===== config.mk =====
export PLATFORM = sky130hd
export DESIGN_NAME = hsl_to_rgb_converter_top_flat
export DESIGN_NICKNAME = d
export VERILOG_FILES = /design/src/sv/hsl2rgb_pkg.sv /design/src/sv/hsl_in_if.sv /design/src/sv/rgb_out_if.sv /design/src/sv/hsl2rgb_chan8.sv /design/src/sv/hsl_to_rgb_converter_top.sv /design/src/flat_wrapper.sv
export SDC_FILE = /design/constraint.sdc
export NUM_CORES = 2
export LEC_CHECK = 0
export ABC_AREA = 0
export ABC_CLOCK_PERIOD_IN_PS = 24900
export BUFFER_PORTS_ARGS = -buffer_cell sky130_fd_sc_hd__buf_2
export CAP_MARGIN = 20
export CORE_MARGIN = 2
export CORE_UTILIZATION = 35
export CTS_BUF_LIST = sky130_fd_sc_hd__clkbuf_4
export CTS_CLUSTER_DIAMETER = 60
export DETAILED_ROUTE_END_ITERATION = 7
export SYNTH_ARGS = -nofsm -noshare
export SYNTH_HDL_FRONTEND = slang
export SYNTH_SLANG_ARGS = --single-unit

===== constraint.sdc =====
create_clock -name clk -period 24.9 [get_ports clk]
set_input_delay 3.735 -clock clk [delete_from_list [all_inputs] [get_ports clk]]
set_output_delay 3.735 -clock clk [all_outputs]
set_load 0.03 [all_outputs]

===== src/sv/hsl2rgb_pkg.sv =====
// Package for the HSL to RGB converter: widths, fixed-point constants and sextant codes.
package hsl2rgb_pkg;

    // Field widths
    localparam int HUE_W  = 16;
    localparam int Q16_W  = 17;
    localparam int FRAC_W = 16;
    localparam int CH_W   = 8;

    // Q.32 channel values reach 2^32 inclusive, hence 33 bits
    localparam int VAL_W  = 33;

    // Q1.16 constants
    localparam logic [Q16_W-1:0] ONE_Q16  = 17'd65536;
    localparam logic [Q16_W-1:0] HALF_Q16 = 17'd32768;

    // Full-scale channel code
    localparam logic [CH_W-1:0] CH_MAX = 8'd255;

    // Sextant of the hue circle, named after the channel ordering it produces
    typedef enum logic [2:0] {
        SEXT_R_TO_Y = 3'd0,
        SEXT_Y_TO_G = 3'd1,
        SEXT_G_TO_C = 3'd2,
        SEXT_C_TO_B = 3'd3,
        SEXT_B_TO_M = 3'd4,
        SEXT_M_TO_R = 3'd5
    } sext_t;

endpackage


===== src/sv/hsl_in_if.sv =====
// Input channel interface: one HSL pixel per beat.
interface hsl_in_if
    import hsl2rgb_pkg::*;
();

    logic              valid;
    logic              ready;
    logic [HUE_W-1:0]  hue;
    logic [Q16_W-1:0]  saturation;
    logic [Q16_W-1:0]  lightness;

    modport source (output valid, output hue, output saturation, output lightness,
                    input ready);
    modport sink   (input valid, input hue, input saturation, input lightness,
                    output ready);
endinterface


===== src/sv/rgb_out_if.sv =====
// Output channel interface: one 8-bit RGB triple per beat.
interface rgb_out_if
    import hsl2rgb_pkg::*;
();

    logic             valid;
    logic             ready;
    logic [CH_W-1:0]  red;
    logic [CH_W-1:0]  green;
    logic [CH_W-1:0]  blue;

    modport source (output valid, output red, output green, output blue, input ready);
    modport sink   (input valid, input red, input green, input blue, output ready);
endinterface


===== src/sv/hsl2rgb_chan8.sv =====
// Channel quantiser: floor(value * 255) of a Q.32 value, saturated to 8 bits.
module hsl2rgb_chan8
    import hsl2rgb_pkg::*;
(
    input  logic [VAL_W-1:0] val,
    output logic [CH_W-1:0]  chan
);

    logic [VAL_W+7:0] scaled;
    logic [8:0]       whole;

    // value * 255 as (value << 8) - value
    always_comb
    begin
        scaled = {val, 8'b0} - {8'b0, val};
        whole  = scaled[VAL_W+7:32];
        if (whole > {1'b0, CH_MAX})
            chan = CH_MAX;
        else
            chan = whole[CH_W-1:0];
    end

endmodule


===== src/sv/hsl_to_rgb_converter_top.sv =====
// HSL to RGB converter top level: five-stage pipeline from HSL pixel to RGB triple.
//
//   channel | modport          | beat
//   --------+------------------+--------------------------------------------
//   hsl     | hsl_in_if.sink   | hue[15:0], saturation[16:0], lightness[16:0]
//   rgb     | rgb_out_if.source| red[7:0], green[7:0], blue[7:0]
//
// One pixel per clock while rgb.ready does not stall the output stage.
// Stages: clamp and l*s product, peak/floor/span, span*fraction product,
// ramp and sextant select, channel quantise into the output register.
// Each stage loads when it is empty or the stage after it moves, so bubbles
// are squeezed out under an output stall and nothing is dropped or repeated.
// Reset (rst_n low, asynchronous) clears the stage valid bits only.
module hsl_to_rgb_converter_top
    import hsl2rgb_pkg::*;
(
    input  logic     clk,
    input  logic     rst_n,
    hsl_in_if.sink   hsl,
    rgb_out_if.source rgb
);

    // Stage valid bits and the backward ready chain
    logic vld1_reg, vld2_reg, vld3_reg, vld4_reg, vld5_reg;
    logic rdy1, rdy2, rdy3, rdy4, rdy5;

    assign rdy5 = !vld5_reg || rgb.ready;
    assign rdy4 = !vld4_reg || rdy5;
    assign rdy3 = !vld3_reg || rdy4;
    assign rdy2 = !vld2_reg || rdy3;
    assign rdy1 = !vld1_reg || rdy2;
    assign hsl.ready = rdy1;

    always_ff @(posedge clk or negedge rst_n)
    begin
        if (!rst_n)
        begin
            vld1_reg <= 1'b0;
            vld2_reg <= 1'b0;
            vld3_reg <= 1'b0;
            vld4_reg <= 1'b0;
            vld5_reg <= 1'b0;
        end
        else
        begin
            if (rdy1) vld1_reg <= hsl.valid;
            if (rdy2) vld2_reg <= vld1_reg;
            if (rdy3) vld3_reg <= vld2_reg;
            if (rdy4) vld4_reg <= vld3_reg;
            if (rdy5) vld5_reg <= vld4_reg;
        end
    end

    // ---------------- stage 1: clamp, l*s, hue*6 ----------------
    logic [Q16_W-1:0]   l1_reg, l1_next;
    logic [Q16_W-1:0]   s1_reg, s1_next;
    logic [VAL_W-1:0]   ls1_reg, ls1_next;
    logic [2:0]         sext1_reg, sext1_next;
    logic [FRAC_W-1:0]  frac1_reg, frac1_next;
    logic [2*Q16_W-1:0] ls_full;
    logic [HUE_W+2:0]   h6;

    always_comb
    begin
        s1_next    = (hsl.saturation > ONE_Q16) ? ONE_Q16 : hsl.saturation;
        l1_next    = (hsl.lightness > ONE_Q16) ? ONE_Q16 : hsl.lightness;
        ls_full    = {{Q16_W{1'b0}}, l1_next} * {{Q16_W{1'b0}}, s1_next};
        ls1_next   = ls_full[VAL_W-1:0];
        h6         = {3'b0, hsl.hue} * (HUE_W+3)'(6);
        sext1_next = h6[HUE_W+2:HUE_W];
        frac1_next = h6[FRAC_W-1:0];
    end

    always_ff @(posedge clk)
    begin
        if (rdy1)
        begin
            l1_reg    <= l1_next;
            s1_reg    <= s1_next;
            ls1_reg   <= ls1_next;
            sext1_reg <= sext1_next;
            frac1_reg <= frac1_next;
        end
    end

    // ---------------- stage 2: peak v, floor m, span v-m ----------------
    logic [VAL_W-1:0]  v2_reg, v2_next;
    logic [VAL_W-1:0]  m2_reg, m2_next;
    logic [VAL_W-1:0]  d2_reg, d2_next;
    logic [Q16_W-1:0]  l2_reg;
    logic [2:0]        sext2_reg;
    logic [FRAC_W-1:0] frac2_reg;
    logic              zero2_reg;
    logic [VAL_W:0]    lsh, ssh, ls_w, v_w, m_w, d_w;
    logic              low_half;

    always_comb
    begin
        lsh      = {1'b0, l1_reg, 16'b0};
        ssh      = {1'b0, s1_reg, 16'b0};
        ls_w     = {1'b0, ls1_reg};
        low_half = (l1_reg <= HALF_Q16);
        if (low_half)
        begin
            // v = l(1+s), m = l(1-s), v-m = 2ls
            v_w = lsh + ls_w;
            m_w = lsh - ls_w;
            d_w = {ls_w[VAL_W-1:0], 1'b0};
        end
        else
        begin
            // v = l+s-ls, m = l-s+ls, v-m = 2(s-ls)
            v_w = lsh + ssh - ls_w;
            m_w = lsh + ls_w - ssh;
            d_w = ssh - ls_w;
            d_w = {d_w[VAL_W-1:0], 1'b0};
        end
        v2_next = v_w[VAL_W-1:0];
        m2_next = m_w[VAL_W-1:0];
        d2_next = d_w[VAL_W-1:0];
    end

    always_ff @(posedge clk)
    begin
        if (rdy2)
        begin
            v2_reg    <= v2_next;
            m2_reg    <= m2_next;
            d2_reg    <= d2_next;
            l2_reg    <= l1_reg;
            sext2_reg <= sext1_reg;
            frac2_reg <= frac1_reg;
            zero2_reg <= (v2_next == '0);
        end
    end

    // ---------------- stage 3: ramp offset (v-m)*f ----------------
    logic [VAL_W-1:0]        vsf3_reg;
    logic [VAL_W-1:0]        v3_reg, m3_reg;
    logic [Q16_W-1:0]        l3_reg;
    logic [2:0]              sext3_reg;
    logic                    zero3_reg;
    logic [VAL_W+FRAC_W-1:0] span_prod;

    assign span_prod = {{FRAC_W{1'b0}}, d2_reg} * {{VAL_W{1'b0}}, frac2_reg};

    always_ff @(posedge clk)
    begin
        if (rdy3)
        begin
            vsf3_reg  <= span_prod[VAL_W+FRAC_W-1:FRAC_W];
            v3_reg    <= v2_reg;
            m3_reg    <= m2_reg;
            l3_reg    <= l2_reg;
            sext3_reg <= sext2_reg;
            zero3_reg <= zero2_reg;
        end
    end

    // ---------------- stage 4: ramps and sextant routing ----------------
    logic [VAL_W-1:0] r4_reg, r4_next;
    logic [VAL_W-1:0] g4_reg, g4_next;
    logic [VAL_W-1:0] b4_reg, b4_next;
    logic [VAL_W-1:0] mid1, mid2, gray;

    always_comb
    begin
        mid1 = m3_reg + vsf3_reg;
        mid2 = v3_reg - vsf3_reg;
        gray = {l3_reg, 16'b0};
        case (sext_t'(sext3_reg))
            SEXT_R_TO_Y: begin r4_next = v3_reg; g4_next = mid1;   b4_next = m3_reg; end
            SEXT_Y_TO_G: begin r4_next = mid2;   g4_next = v3_reg; b4_next = m3_reg; end
            SEXT_G_TO_C: begin r4_next = m3_reg; g4_next = v3_reg; b4_next = mid1;   end
            SEXT_C_TO_B: begin r4_next = m3_reg; g4_next = mid2;   b4_next = v3_reg; end
            SEXT_B_TO_M: begin r4_next = mid1;   g4_next = m3_reg; b4_next = v3_reg; end
            default:     begin r4_next = v3_reg; g4_next = m3_reg; b4_next = mid2;   end
        endcase
        // zero peak: grey at the lightness
        if (zero3_reg)
        begin
            r4_next = gray;
            g4_next = gray;
            b4_next = gray;
        end
    end

    always_ff @(posedge clk)
    begin
        if (rdy4)
        begin
            r4_reg <= r4_next;
            g4_reg <= g4_next;
            b4_reg <= b4_next;
        end
    end

    // ---------------- stage 5: quantise into the output register ----------------
    logic [CH_W-1:0] red_next, green_next, blue_next;
    logic [CH_W-1:0] red_reg, green_reg, blue_reg;

    hsl2rgb_chan8 u_chan_r (.val(r4_reg), .chan(red_next));
    hsl2rgb_chan8 u_chan_g (.val(g4_reg), .chan(green_next));
    hsl2rgb_chan8 u_chan_b (.val(b4_reg), .chan(blue_next));

    always_ff @(posedge clk)
    begin
        if (rdy5)
        begin
            red_reg   <= red_next;
            green_reg <= green_next;
            blue_reg  <= blue_next;
        end
    end

    assign rgb.valid = vld5_reg;
    assign rgb.red   = red_reg;
    assign rgb.green = green_reg;
    assign rgb.blue  = blue_reg;

`ifndef SYNTHESIS
    // an empty output register means the whole pipe can take a beat
    a_ready_when_drained: assert property (@(posedge clk) disable iff (!rst_n)
        !vld5_reg |-> hsl.ready)
        else $error("input not ready with drained output stage");

    // a stalled middle stage keeps its beat
    a_stage4_held: assert property (@(posedge clk) disable iff (!rst_n)
        vld4_reg && !rdy5 |=> vld4_reg)
        else $error("stage 4 beat lost under stall");

    // the floor never exceeds the peak and the span matches them
    a_span_consistent: assert property (@(posedge clk) disable iff (!rst_n)
        vld2_reg |-> (m2_reg <= v2_reg) && (d2_reg == v2_reg - m2_reg))
        else $error("peak, floor and span inconsistent");

    // the ramp offset stays within the span
    a_offset_bounded: assert property (@(posedge clk) disable iff (!rst_n)
        vld3_reg |-> (vsf3_reg <= v3_reg - m3_reg))
        else $error("ramp offset exceeds span");
`endif

endmodule

===== src/flat_wrapper.sv =====
// flat-port wrapper written by rule: the top's interface ports become plain ports
module hsl_to_rgb_converter_top_flat import hsl2rgb_pkg::*;
  (clk, rst_n, hsl_valid, hsl_hue, hsl_saturation, hsl_lightness, hsl_ready, rgb_valid, rgb_red, rgb_green, rgb_blue, rgb_ready);
  hsl_in_if hsl_i ();
  rgb_out_if rgb_i ();
  input  logic clk;
  input  logic rst_n;
  input wire logic [$bits(hsl_i.valid)-1:0] hsl_valid;
  input wire logic [$bits(hsl_i.hue)-1:0] hsl_hue;
  input wire logic [$bits(hsl_i.saturation)-1:0] hsl_saturation;
  input wire logic [$bits(hsl_i.lightness)-1:0] hsl_lightness;
  output wire logic [$bits(hsl_i.ready)-1:0] hsl_ready;
  output wire logic [$bits(rgb_i.valid)-1:0] rgb_valid;
  output wire logic [$bits(rgb_i.red)-1:0] rgb_red;
  output wire logic [$bits(rgb_i.green)-1:0] rgb_green;
  output wire logic [$bits(rgb_i.blue)-1:0] rgb_blue;
  input wire logic [$bits(rgb_i.ready)-1:0] rgb_ready;
  assign hsl_i.valid = hsl_valid;
  assign hsl_i.hue = hsl_hue;
  assign hsl_i.saturation = hsl_saturation;
  assign hsl_i.lightness = hsl_lightness;
  assign hsl_ready = hsl_i.ready;
  assign rgb_valid = rgb_i.valid;
  assign rgb_red = rgb_i.red;
  assign rgb_green = rgb_i.green;
  assign rgb_blue = rgb_i.blue;
  assign rgb_i.ready = rgb_ready;
  hsl_to_rgb_converter_top u_core (.clk(clk), .rst_n(rst_n), .hsl(hsl_i), .rgb(rgb_i));
endmodule

==> Yosys cells after proc, flatten, opt, wreduce, memory -nomap -nowiden <==
Cells that the tools add are included.
{ "word_totals": {"out_inout_bits": 26, "reg_bits": 468} }
{ "classes": {"n_lt_le_gt_ge": 6, "eq_ne": 4, "n_mul": 3, "add_sub_neg": 11, "n_reduce_logical": 16, "mux": 11} }
{ "ops": {"columns": ["op", "n"], "rows": [
  ["$pmux W33 S3", 3],
  ["$mux W33", 6],
  ["$sub A33 B33 Y33", 4],
  ["$sub A41 B33 Y41", 3],
  ["$add A33 B33 Y33", 3],
  ["$mul A33 B15 Y48", 1],
  ["$gt A17 B17 Y1 const B", 2],
  ["$mux W17", 2],
  ["$logic_not A33 Y1", 1],
  ["$mul A17 B17 Y33", 1],
  ["$sub A32 B32 Y32", 1],
  ["$gt A9 B8 Y1 const B", 3],
  ["$mul A16 B2 Y18 const B", 1],
  ["$le A17 B16 Y1 const B", 1],
  ["$reduce_or A2 Y1", 4],
  ["$eq A3 B2 Y1 const B", 2],
  ["$logic_not A1 Y1", 5],
  ["$logic_or A1 B1 Y1", 5],
  ["$eq A3 B1 Y1 const B", 1],
  ["$eq A3 B3 Y1 const B", 1],
  ["$logic_not A3 Y1", 1]
]} }

==> Depth between registers and ports, before layout <==
{ "logic_depth": {"word_depth": 6, "depth_mapped": 32, "ltp_nobuf": 29} }

==> Hierarchy <==
Synthesis repeated with hierarchy kept, for this count alone.
{ "unflattened": {"cells_unflattened": 5787, "area_unflattened_um2": 53980.5} }
{ "modules_own_cells": {"columns": ["mod", "cells_per_inst", "area_each_um2", "n_inst"], "rows": [
  ["hsl_to_rgb_converter_top", 5166, 49915.4, 1],
  ["hsl2rgb_chan8", 207, 1355.0, 3]
]} }

==> Least setup slack after synthesis <==
Ideal clock, no wire load.
{ "synth_path": {"path_type": "input -> output", "start": "input rgb_ready", "end": "output hsl_ready", "required_time_ns": 21.165, "path_slack_ns": 11.497, "cell_stages": 4, "arrival_time_ns": 9.668, "path_cell_list": "nor2b_1 nand4_1 inv_1 nand2_1"} }
{ "synth_via": {"elab_chain_cells": 5} }
{ "synth_lines": {"columns": ["element", "line_no", "text"], "rows": [
  ["start: declaration", "flat_wrapper.sv:17", "input wire logic [$bits(rgb_i.ready)-1:0] rgb_ready;"],
  ["$logic_or A1 B1 Y1", "hsl_to_rgb_converter_top.sv:27", "assign rdy5 = !vld5_reg || rgb.ready;"],
  ["$logic_or A1 B1 Y1", "hsl_to_rgb_converter_top.sv:28", "assign rdy4 = !vld4_reg || rdy5;"],
  ["$logic_or A1 B1 Y1", "hsl_to_rgb_converter_top.sv:29", "assign rdy3 = !vld3_reg || rdy4;"],
  ["$logic_or A1 B1 Y1", "hsl_to_rgb_converter_top.sv:30", "assign rdy2 = !vld2_reg || rdy3;"],
  ["via u_core.rdy2", "hsl_to_rgb_converter_top.sv:25", "logic rdy1, rdy2, rdy3, rdy4, rdy5;"],
  ["$logic_or A1 B1 Y1", "hsl_to_rgb_converter_top.sv:31", "assign rdy1 = !vld1_reg || rdy2;"],
  ["end: declaration", "flat_wrapper.sv:12", "output wire logic [$bits(hsl_i.ready)-1:0] hsl_ready;"]
]} }
The timed path passes the listed nets, and every way through them passes these cells.

==> Final worst setup path <==
{ "layout_path": {"start": "input hsl_lightness[15]", "end": "register u_core.ls1_reg[32] (data pin)"} }
{ "layout_via": {"elab_chain_cells": 3} }
{ "layout_lines": {"columns": ["element", "line_no", "text"], "rows": [
  ["start: declaration", "flat_wrapper.sv:11", "input wire logic [$bits(hsl_i.lightness)-1:0] hsl_lightness;"],
  ["$gt A17 B17 Y1", "hsl_to_rgb_converter_top.sv:66", "l1_next = (hsl.lightness > ONE_Q16) ? ONE_Q16 : hsl.lightness;"],
  ["$mux W17 (*)", "hsl_to_rgb_converter_top.sv:66", null],
  ["$mul A17 B17 Y33 (*)", "hsl_to_rgb_converter_top.sv:67", "ls_full = {{Q16_W{1'b0}}, l1_next} * {{Q16_W{1'b0}}, s1_next};"],
  ["via u_core.ls_full[32]", "hsl_to_rgb_converter_top.sv:60", "logic [2*Q16_W-1:0] ls_full;"],
  ["end signal: assignment", "hsl_to_rgb_converter_top.sv:80", "ls1_reg <= ls1_next;"],
  ["end: declaration", "hsl_to_rgb_converter_top.sv:57", "logic [VAL_W-1:0] ls1_reg, ls1_next;"]
]} }
Mark *: on every way through the listed nets, which the timed path passes. The rest lies on a longest branch.
A chain may end at the register's enable or synchronous reset.

==> flow_summary.yaml <==
die:
  core_um2: 151500
  ioPinCount: 80
  std_cell_rows: 143
  die-height_um: 394.0
  floorplan.initialDensity: 0.3513
  die_width_um: 394.0
  die-area_um2: 155300
worst_setup_path:
  critical_path.endpoint_type: "flop"
  rrSetupSlack_ns: 16.71
  critical_path.reg2reg.startpoint: "u_core.v2_reg[8]"
  r2r_cells: 23
  arrival_ns: 11.82
  worstSetupStartpointType: "primary input"
  timing.critical_path.fanout_max: 21
  worst-endpoint-required_ns: 25.75
  reg2reg_to: "u_core.vsf3_reg[32]"
  setup.worst_path.class: "in2reg"
synthesis:
  yosys_most_used_dff: "sky130_fd_sc_hd__edfxtp_1"
  synth_enable_flop_cells: 451
  yosysWarningCount: 0
  async_flop_share: 0.01096
  post_synth_instance_area_um2: 53240
  synth-seq-cells: 456
  synth_seq_area_share: 0.2567
  syn_inst: 5669
  post_synth_num_cell_types: 83
  synth_fp_nets: 6804
  syn_area_per_cell_um2: 9.392
clock_network:
  sink_count_of_the_clock_tree: 456
  tritoncts: "yes"
  clk_root_buf: "sky130_fd_sc_hd__clkbuf_4"
  postCtsSetupBuffers: 0
  ctsHtreeMaxLevel: 3
  clock_path_buffers: 3
  cts-resized-gates: 0
  cts.reportedPaths.clkPinSlew_ns: 0.07
  worst_skew_pair.late_latency_ns: 1.09
  cts_hold_buffers: 0
  cts_made_buffers: 117
cells_and_area:
  fillerInstances: 15280
  nNetsFinal: 6821
  seq_area_um2: 13670
  fraction_of_layout_cells_with_a_size_suffix_above_1: 0.05927
  layout_common_cells: "sky130_fd_sc_hd__inv_1, sky130_fd_sc_hd__nand2_1, sky130_fd_sc_hd__fa_1"
  multi_input_area_um2: 35390
  final-instance-count-excl-fill: 7805
  final_common_cell: "sky130_fd_sc_hd__inv_1"
  syn_to_final_growth_pct: 7.318
global_routing:
  grtUsageTotal: 0.1892
  number_of_antenna_violations_at_the_first_check_in_global_routing: 6
  wire_length_of_the_first_global_routing_pass_um: 231400
  grt_overflow: 0
  vias_in_the_first_global_route: 41280
  maximum_number_of_pins_on_one_net_before_global_route_repair: 127
sta:
  worst_slew_margin_rel: 0.3318
  rsz0062_at_grt: "false"
  achievable_frequency_mhz: 91.08
  worst-slew-pin-transition_ns: 1.002
  hold_viol: 0
  clock-skew-final_ns: 0.1620
  setup_viol_count_final: 0
  post-route-min-period_ns: 10.98
  final_period_utilization: 0.4409
  tns_ns: 0
  report.final.slew_viol_count: 0
drt:
  final_antenna_net_count: 0
  detail_route.drc_violations: 1
  drt-vias-per-instance: 5.166
  detail_route.iter0.violations: 2735
  route.detailed.wl_per_inst_um: 18.85
  vias: 40320
  drt_wl_total_um: 147100
  drtPass1Iterations: 8
placement:
  post-place-cells: 7597
  finalWeightedCongestion: 0.9268
  port-buffer-count: 79
  dp_hpwl_um: 116500
run_status:
  run_status: "complete, but fails checks"
  failing_checks: "DRC"
hold_path:
  timing.hold.worst_path_depth: 0
  hold_path.startpoint: "u_core.m2_reg[16]"
  hold_class: "reg2reg"
  hold_end: "u_core.m3_reg[16]"
job:
  cap_viol_max_count: 0
-- metal layers --
| metal | wire (um) | part of all wire | GRT usage | vias to the layer above |
|---|---|---|---|---|
| met1 | 65180 | 0.44 | 0.2538 | 19980 |
| met2 | 69940 | 0.48 | 0.3164 | 1170 |
| met3 | 7662 | 0.052 | 0.02315 | 230 |
| met4 | 4323 | 0.029 | 0.06267 | 4 |
| met5 | 23 | 0.00016 | 0 | - |
| li1 | - | - | - | 18940 |
-- through the flow --
step | hold WS (ns) | util | worst slack [ns] | cell area, um^2
after detailed placement | 0.4045 | 0.3674 | 12.80 | 55680
after global placement | 0.4021 | 0.3674 | 12.87 | 55680
final | 0.3289 | 0.3770 | 13.92 | 57140
after global routing | 0.3449 | 0.3770 | 13.37 | 57130
after CTS | 0.3206 | 0.3769 | 14.02 | 57120
after floorplan | 0.4003 | - | 11.50 | 53240
-- cells by family (layout without fill, tap and decap cells) --
logic type	count (synthesis)	after routing	share of synthesized area
and+or+nand+nor	1735	1735	0.1496
buffers and inverters	1118	1219	0.07953
adders and majority gates	1081	1081	0.3430
AOI/OAI and AO/OA	969	969	0.1181
DFF	456	456	0.2567
xor gates and xnor gates	236	236	0.03882
muxes	74	74	0.01426
other	0	5	0
-- worst max-delay path: stages --
cell and delay [ns]:
sky130_fd_sc_hd__buf_2 0.10, sky130_fd_sc_hd__nor4_1 0.35, sky130_fd_sc_hd__nand4_1 0.14, sky130_fd_sc_hd__nand2_1 0.47, sky130_fd_sc_hd__nand2_1 0.36, sky130_fd_sc_hd__inv_1 0.48, sky130_fd_sc_hd__nand2_1 0.16, sky130_fd_sc_hd__fa_1 0.53
sky130_fd_sc_hd__fa_1 0.58, sky130_fd_sc_hd__fa_1 0.47, sky130_fd_sc_hd__fa_1 0.54, sky130_fd_sc_hd__inv_1 0.05, sky130_fd_sc_hd__fa_1 0.47, sky130_fd_sc_hd__inv_1 0.05, sky130_fd_sc_hd__fa_1 0.47, sky130_fd_sc_hd__inv_1 0.04
sky130_fd_sc_hd__ha_1 0.35, sky130_fd_sc_hd__and3_1 0.26, sky130_fd_sc_hd__nand4_1 0.11, sky130_fd_sc_hd__nand2_1 0.08, sky130_fd_sc_hd__a41oi_1 0.07, sky130_fd_sc_hd__a211oi_1 0.37, sky130_fd_sc_hd__o21ai_0 0.25, sky130_fd_sc_hd__a221oi_1 0.52
sky130_fd_sc_hd__a211oi_1 0.18, sky130_fd_sc_hd__o41ai_1 0.36, sky130_fd_sc_hd__a21oi_1 0.13, sky130_fd_sc_hd__xnor2_1 0.13
-- synth_stat cells (13+ instances only) --
cell type                  count  share of area
sky130_fd_sc_hd__a311oi_1     13         0.0021
sky130_fd_sc_hd__a21boi_0     14         0.0020
sky130_fd_sc_hd__a211o_1      14         0.0023
sky130_fd_sc_hd__clkbuf_1    197          0.014
sky130_fd_sc_hd__mux2i_1      59          0.011
sky130_fd_sc_hd__mux2_2       14         0.0030
sky130_fd_sc_hd__and2_1      207          0.024
sky130_fd_sc_hd__nand4_1      49         0.0058
sky130_fd_sc_hd__nor4_1       28         0.0033
sky130_fd_sc_hd__o31ai_1      23         0.0032
sky130_fd_sc_hd__nor3_1       67         0.0063
sky130_fd_sc_hd__xnor2_1     166          0.027
sky130_fd_sc_hd__buf_1        16         0.0011
sky130_fd_sc_hd__o22ai_1      19         0.0022
sky130_fd_sc_hd__ha_1        450           0.11
sky130_fd_sc_hd__inv_1       883          0.062
sky130_fd_sc_hd__o21a_1       34         0.0048
sky130_fd_sc_hd__o221ai_1     20         0.0033
sky130_fd_sc_hd__or3_1        30         0.0035
sky130_fd_sc_hd__nand2_1     778          0.055
sky130_fd_sc_hd__fa_1        631           0.24
sky130_fd_sc_hd__a21oi_1     271          0.025
sky130_fd_sc_hd__nor2_1      368          0.026
sky130_fd_sc_hd__a31oi_1      32         0.0038
sky130_fd_sc_hd__a211oi_1     56         0.0079
sky130_fd_sc_hd__a21o_1      124          0.017
sky130_fd_sc_hd__o211ai_1     18         0.0025
sky130_fd_sc_hd__nand3_1      56         0.0053
sky130_fd_sc_hd__and3_1       31         0.0036
sky130_fd_sc_hd__nand2b_1     35         0.0041
sky130_fd_sc_hd__xor2_1       70          0.012
sky130_fd_sc_hd__nor2b_1      38         0.0045
sky130_fd_sc_hd__edfxtp_1    451           0.25
sky130_fd_sc_hd__o21ai_0     195          0.018
sky130_fd_sc_hd__o21bai_1     27         0.0038
-- final cells by class --
| type | instances | area share |
|---|---|---|
| multi-input cells | 4095 | 0.6193 |
| flip-flops and latches | 456 | 0.2392 |
| inverters | 894 | 0.05873 |
| well taps | 2030 | 0.04445 |
| clock buffers | 155 | 0.02037 |
| repair buffers | 122 | 0.01279 |
| clock inverters | 48 | 0.004905 |
| diodes | 5 | 0.0002190 |
-- worst max path at each step --
| stage | from | depth (start not counted) | slack [ns] | endpoint |
|---|---|---|---|---|
| floorplan | rgb_ready | 4 | 11.50 | hsl_ready |
| global placement | hsl_lightness[15] | 28 | 12.87 | u_core.ls1_reg[32] |
| detailed placement | hsl_lightness[15] | 28 | 12.80 | u_core.ls1_reg[32] |
| CTS | hsl_lightness[15] | 28 | 14.02 | u_core.ls1_reg[32] |
| global route | hsl_lightness[15] | 28 | 13.37 | u_core.ls1_reg[32] |
| finish | hsl_lightness[15] | 28 | 13.92 | u_core.ls1_reg[32] |
Power is not shown: default switching activity piles up to over one toggle a cycle in this logic, so the estimate is an artifact.
